### src/gpf_pkg.sv
`default_nettype none

package gpf_pkg;

  localparam int VALUE_BITS = 12;
  localparam int MAX_PAIRS  = 64;

  localparam int CNT_W  = $clog2(MAX_PAIRS + 1);
  localparam int IDX_W  = (MAX_PAIRS > 1) ? $clog2(MAX_PAIRS) : 1;
  localparam int DCNT_W = $clog2(VALUE_BITS + 1);
  localparam int SQ_W   = 2 * VALUE_BITS;

  typedef logic [VALUE_BITS-1:0] value_t;
  typedef logic [SQ_W-1:0]       square_t;
  typedef logic [CNT_W-1:0]      count_t;
  typedef logic [IDX_W-1:0]      index_t;
  typedef logic [DCNT_W-1:0]     div_count_t;

endpackage

`default_nettype wire

### src/gpf_divider.sv
`default_nettype none

// restoring remainder, one quotient bit per cycle
module gpf_divider import gpf_pkg::*; (
  input  logic   clk,
  input  logic   rst_n,
  input  logic   start,
  input  value_t dividend,
  input  value_t divisor,
  output logic   done,
  output value_t remainder
);

  logic                  busy_r, busy_nxt;
  logic                  done_r, done_nxt;
  value_t                a_r, a_nxt;
  value_t                r_r, r_nxt;
  value_t                d_r, d_nxt;
  div_count_t            cnt_r, cnt_nxt;
  logic [VALUE_BITS:0]   trial;
  logic [VALUE_BITS:0]   diff;

  assign trial = {r_r, a_r[VALUE_BITS-1]};
  assign diff  = trial - {1'b0, d_r};

  always_comb begin
    busy_nxt = busy_r;
    done_nxt = 1'b0;
    a_nxt    = a_r;
    r_nxt    = r_r;
    d_nxt    = d_r;
    cnt_nxt  = cnt_r;
    if (busy_r) begin
      a_nxt   = {a_r[VALUE_BITS-2:0], 1'b0};
      r_nxt   = diff[VALUE_BITS] ? trial[VALUE_BITS-1:0] : diff[VALUE_BITS-1:0];
      cnt_nxt = cnt_r - 1'b1;
      if (cnt_r == div_count_t'(1)) begin
        busy_nxt = 1'b0;
        done_nxt = 1'b1;
      end
    end else if (start) begin
      busy_nxt = 1'b1;
      a_nxt    = dividend;
      r_nxt    = '0;
      d_nxt    = divisor;
      cnt_nxt  = div_count_t'(VALUE_BITS);
    end
  end

  always_ff @(posedge clk) begin
    if (!rst_n) begin
      busy_r <= 1'b0;
      done_r <= 1'b0;
    end else begin
      busy_r <= busy_nxt;
      done_r <= done_nxt;
    end
    a_r   <= a_nxt;
    r_r   <= r_nxt;
    d_r   <= d_nxt;
    cnt_r <= cnt_nxt;
  end

  assign done      = done_r;
  assign remainder = r_r;

endmodule

`default_nettype wire

### config.mk
export PLATFORM = sky130hd
export DESIGN_NAME = gpf_divider
export DESIGN_NICKNAME = d
export VERILOG_FILES = /design/src/gpf_pkg.sv /design/src/gpf_divider.sv
export SDC_FILE = /design/constraint.sdc
export NUM_CORES = 1
export LEC_CHECK = 0
export ABC_AREA = 1
export BUFFER_PORTS_ARGS = -buffer_cell sky130_fd_sc_hd__buf_4
export CORE_ASPECT_RATIO = 1.25
export CORE_MARGIN = 1
export CORE_UTILIZATION = 51
export DETAILED_ROUTE_END_ITERATION = 10
export PLACE_DENSITY = 0.74
export SLEW_MARGIN = 20
export SYNTH_ARGS = -nofsm -noshare
export SYNTH_HDL_FRONTEND = slang
export SYNTH_SLANG_ARGS = --single-unit
### constraint.sdc
create_clock -name clk -period 2.4 [get_ports clk]
set_clock_uncertainty 0.2 [all_clocks]
set_input_delay 0.24 -clock clk [delete_from_list [all_inputs] [get_ports clk]]
set_output_delay 0.24 -clock clk [all_outputs]
set_load 0.02 [all_outputs]
==> impl_metrics.ini, run 1 <==
[synthesis]
syn-cell-area_sq_um = 2630
ys.warnings.count = 0
ys_types = 32
synth.area.top_cells = edfxtp_1 (44%), nand2_1 (8.4%), inv_1 (7.0%), ha_1 (6.7%), nor2_1 (4.1%)
synth_top_area_cell = edfxtp_1
ys_ff_latch = 42
syn_inst = 288
syn_avg_cell_area_sq_um = 9.15
yosysSeqAreaShare_pct = 46.7
yosysTopAreaCellShare_pct = 44.5
synth.net_count = 330

[power]
p_leak_nw = 1.57
peakVddDrop_v = 0.000440
power.density_nw_per_um2 = 705

[floorplan]
start_util_pct = 54.5
core_sq_um = 4830
die_area_sq_um = 5460
die_h_um = 82.3
fp.dieW_um = 66.3
rows = 28
io_pins = 40

[clock_tree]
clkLatencyLatePin_ns = 0.29
h-tree-depth = 2
path_clk_slew_ns = 0.08
cts.path.max_buffers = 2
cts_tree = done
cts.sinks = 42
cts-buffers-inserted = 5
cts_root_buf = clkbuf_8

[drt]
met2_length_um = 2690
first_pass_iters = 4
top_layer_used = met4
wire_per_inst_um = 13.1
drt-initial-drc-count = 102
wl_met3_um = 272
drc = 0
vias = 2096
vias_per_cell = 5.11
routed_wl_um = 5360
met1Wirelength_um = 2310
route.antenna.remaining_nets = 0

[cells_and_area]
diodes = 0
multi_input_area_sq_um = 1170
nets = 392
area_growth_pct = 24.1
utilization_pct = 67.6
n_fill_cell = 391
ff_latch_area_sq_um = 1230
drive_above_1_share_pct = 24.9

[sta]
fin_crit_sh_pct = 95.6
maxSlewHeadroom_pct = 72.6
tightest_slew_ns = 0.410
fin_crit_ns = 2.30
maxSlewViolCount = 0
whs_ns = 0.0323
finalHoldViolations = 0
rsz0062_at_grt = true
setup_viol = 0
fmax_ghz = 0.436

[critical_path]
crit_chain = inv_1 -> ha_1 -> inv_2 -> fa_2 -> nand3_2 -> nand3_4 -> nand3_4 -> nand3_4 -> nand2_4 -> nand2_8 -> nor2_2 -> nor2_1
worstPathRequired_ns = 2.25
cp_common_cell = nand3_4
path_buf_inv = 2
cp_slowest_cell = edfxtp_1
cp-end-kind = flop
crit_family = simple AND/OR/NAND/NOR gates
worstPathArrival_ns = 2.15
start_kind = flop
crit_type = reg2reg
critPathMaxStageDelay_ns = 0.40
path_max_fanout = 9

[min_path]
worstHoldPathType = in2reg

[grt]
grt_pass1_wl_um = 9090
grt_max_degree = 20
antenna_found_initial = 0
first_global_vias = 2042
track_usage_pct = 22.4
gr-total-overflow = 0

[place]
finalWeightedCongestion = 0.958
port_buffers = 39
place_hpwl_um = 4060

[run]
drv_cap = 0

[run_status]
status = completed
-- cell type report --
type                       instances  area share, %
clock buffer                       5           2.11
clock inverter                     2           1.03
inverter                          55           6.32
multi-input combinational        187           35.9
sequential                        42           37.7
tap                               60           2.30
timing repair buffer              59           14.6
-- routing by layer --
| metal | vias up | track usage (%) |
|---|---|---|
| li1 | 1059 | - |
| met1 | 965 | 28.3 |
| met2 | 62 | 38.4 |
| met3 | 10 | 4.26 |
| met4 | 0 | 7.45 |
| met5 | - | 0 |
-- cells in the mapped netlist --
master	count
nand2_4	3
inv_2	4
ha_1	14
nand3_4	3
o21ai_1	2
a22o_1	10
a21oi_4	1
nand3_2	1
fa_1	1
nand4_1	4
nand2_8	1
nand4_4	2
clkbuf_1	1
dfxtp_1	3
nand2_1	59
nand2_2	7
a21oi_1	8
buf_2	1
xor2_1	2
buf_1	1
inv_1	49
clkbuf_8	1
clkinv_1	2
nor3_1	1
nor2_4	2
nor2_1	29
xnor2_1	5
nand3_1	21
o21ai_0	1
edfxtp_1	39
o21bai_1	1
nor2_2	9
-- where the power goes --
part / switching [mW] / total [mW] / internal [mW]
combinational: 0.489 / 0.819 / 0.330
sequential: 0.0546 / 0.951 / 0.896
clock: 0.233 / 0.534 / 0.301
total: 0.776 / 2.30 / 1.53
-- per-stage QoR --
stage / TNS, ns / area (sq um) / total power, mW / setup slack, ns / instances
finish: 0 / 3270 / 2.30 / 0.105 / 410
global route: -0.0602 / 3270 / 2.44 / -0.0211 / 410
floorplan: 0 / 2630 / 1.54 / 0.188 / 288
CTS: 0 / 3250 / 2.30 / 0.0472 / 408
detailed placement: 0 / 3010 / 1.76 / 0.0547 / 387
global placement: 0 / 3010 / 1.74 / 0.121 / 387
-- kinds of logic after synthesis --
family / synth area share (%)
and+or+nand+nor: 28.4
AOI/OAI and AO/OA: 6.32
buffers and inverters: 8.84
xor gates and xnor gates: 2.33
DFF: 46.7
adders and majority gates: 7.41
-- placed cells by master (no fill, tap or decap) --
cell type      instances
nand2_4                3
buf_4                 45
a22o_1                10
inv_2                  5
nand2_8                1
nand2_1               59
clkbuf_8               5
a21oi_4                1
nor3_1                 1
o21bai_1               1
nand2_2                7
bufinv_16              1
nor2_4                 2
ha_1                  14
a21oi_1                8
nand3_1               21
edfxtp_1              39
nand3_2                1
fa_2                   1
o21ai_0                1
clkinv_1               3
o21ai_1                2
xor2_1                 2
inv_1                 48
dfxtp_1                3
xnor2_1                5
nand4_1                4
dlygate4sd3_1         14
nor2_1                28
nand3_4                3
nor2_2                10
nand4_4                2
-- final timing paths --
| path | start | to | slack (ns) | cells after the start |
|---|---|---|---|---|
| hold / removal | dividend[3] | a_r[3] | 0.03 | 2 |
| setup reg to reg | a_r[11] | remainder[5] | 0.10 | 12 |
| hold reg to reg | a_r[0] | a_r[0] | 0.27 | 2 |
| setup / recovery | a_r[11] | remainder[5] | 0.10 | 12 |
-- state kept, by name (all words and copies together) (netlist names) --
name       count
busy_r         1
remainder     12
a_r           12
d_r           12
cnt_r          4
done           1
-- repair_timing --
action	CTS	global route
resized for setup	0	2
setup endpoints to repair	0	12
hold buffers	14	0
endpoints found under the hold margin	14	0
setup buffers	0	2
Power figures use the tool's default switching activity.
==> run 2, diff against run 1 <==
RECOVER_POWER = 100   (was not set)
==> impl_metrics.ini, run 2 (same netlist as run 1, synthesis figures left out) <==
[run_status]
status = completed

[critical_path]
crit_family = simple AND/OR/NAND/NOR gates
crit_type = reg2reg
cp_slowest_cell = edfxtp_1
critPathMaxStageDelay_ns = 0.40
worstPathArrival_ns = 2.15
cp_common_cell = nand3_4
cp-end-kind = flop
path_max_fanout = 9
crit_chain = inv_1 -> ha_1 -> inv_2 -> fa_2 -> nand3_2 -> nand3_4 -> nand3_4 -> nand3_4 -> nand2_4 -> nand2_8 -> nor2_2 -> nor2_1
start_kind = flop
worstPathRequired_ns = 2.25
path_buf_inv = 2

[cells_and_area]
diodes = 0
multi_input_area_sq_um = 1170
final_common_cell = nand2_1
utilization_pct = 66.6
layout_common_cells = nand2_1 (59), inv_1 (48), edfxtp_1 (39)
n_fill_cell = 410
ff_latch_area_sq_um = 1230
nets = 392
final_area_sq_um = 3220
drive_above_1_share_pct = 21.1
area_growth_pct = 22.3

[clock_tree]
cts-buffers-inserted = 5
h-tree-depth = 2
cts.path.max_buffers = 2
clkLatencyLatePin_ns = 0.29
cts_tree = done
path_clk_slew_ns = 0.08
cts_root_buf = clkbuf_8
cts.sinks = 42

[place]
finalWeightedCongestion = 0.958
place_hpwl_um = 4060
port_buffers = 39
post_dp_cell_area_sq_um = 3010

[power]
p_sw_share_pct = 34.0
internal_power_mw = 1.50
power_frac_comb_pct = 34.9
p_clk_share_pct = 23.4
p_leak_nw = 1.52
peakVddDrop_v = 0.000431
power.density_nw_per_um2 = 707
pwr-share-seq_pct = 41.7
power.total_mw = 2.28
p_sw_uw = 773

[grt]
track_usage_pct = 22.4
gr-total-overflow = 0
first_global_vias = 2042
grt_pass1_wl_um = 9090
antenna_found_initial = 0
grt_max_degree = 20

[floorplan]
core_sq_um = 4830
start_util_pct = 54.5
rows = 28
fp.dieW_um = 66.3
io_pins = 40
die_h_um = 82.3
die_area_sq_um = 5460

[drt]
first_pass_iters = 4
route.antenna.remaining_nets = 0
vias = 2099
drc = 0
drt-initial-drc-count = 93
wire_per_inst_um = 13.0
routed_wl_um = 5340
vias_per_cell = 5.12

[sta]
tightest_slew_ns = 0.514
maxSlewHeadroom_pct = 65.6
whs_ns = 0.0330
rsz0062_at_grt = true
fmax_ghz = 0.436
setup_viol = 0
fin_crit_ns = 2.30
fin_crit_sh_pct = 95.7
finalHoldViolations = 0
timing.setup.tns_ns = 0
maxSlewViolCount = 0

[min_path]
worstHoldPathType = in2reg

[run]
drv_cap = 0
## run 2: changes by cell type in the layout (fill, tap and decap cells not counted), sizes merged
cell | previous run | this run
buf | 45 | 21
clkbuf | 5 | 29
## run 2: worst reg2reg max path: stages (launching register included)
cell      delay, ns
edfxtp_1       0.40
inv_1          0.07
ha_1           0.15
inv_2          0.06
fa_2           0.39
nand3_2        0.09
nand3_4        0.09
nand3_4        0.12
nand3_4        0.11
nand2_4        0.12
nand2_8        0.10
nor2_2         0.12
nor2_1         0.05
## run 2: metrics by stage
| step | instances | setup slack (ns) |
|---|---|---|
| 2_1_floorplan | 288 | 0.188 |
| 3_3_place_gp | 387 | 0.121 |
| 3_5_place_dp | 387 | 0.0547 |
| 4_1_cts | 408 | 0.0472 |
| 5_1_grt | 410 | -0.0211 |
| 6_report | 410 | 0.104 |
## run 2: final cells by class
type	instances	share of cell area, %
multi-input combinational	187	36.4
clock buffer	5	2.14
clock inverter	2	1.05
sequential	42	38.2
inverter	55	6.41
tap	60	2.33
timing repair buffer	59	13.4
## run 2: final timing paths
| kind | from | endpoint | slack, ns | cells after the start |
|---|---|---|---|---|
| setup / recovery | a_r[11] | remainder[5] | 0.10 | 12 |
| hold / removal | dividend[3] | a_r[3] | 0.03 | 2 |
| setup reg to reg | a_r[11] | remainder[5] | 0.10 | 12 |
| hold reg to reg | a_r[0] | a_r[0] | 0.27 | 2 |
## run 2: routing by layer
layer	GRT usage (%)	share of wire, %	up-vias
met3	4.26	4.5	11
met2	38.4	50	60
met1	28.3	44	968
met4	7.45	1.7	0
met5	0	0	-
li1	-	-	1060
## run 2: what timing repair did
item,CTS,global route
buffers inserted,0,2
hold buffers,14,0
resized for setup,0,2
hold endpoints to repair,14,0
endpoints found under the setup margin,0,12
## run 2: power groups by stage
stage	clock, mW	combinational [mW]	sequential, mW
floorplan	0	0.557	0.986
global placement	0	0.780	0.964
detailed placement	0	0.789	0.966
CTS	0.537	0.812	0.951
global route	0.567	0.889	0.960
finish	0.533	0.795	0.949
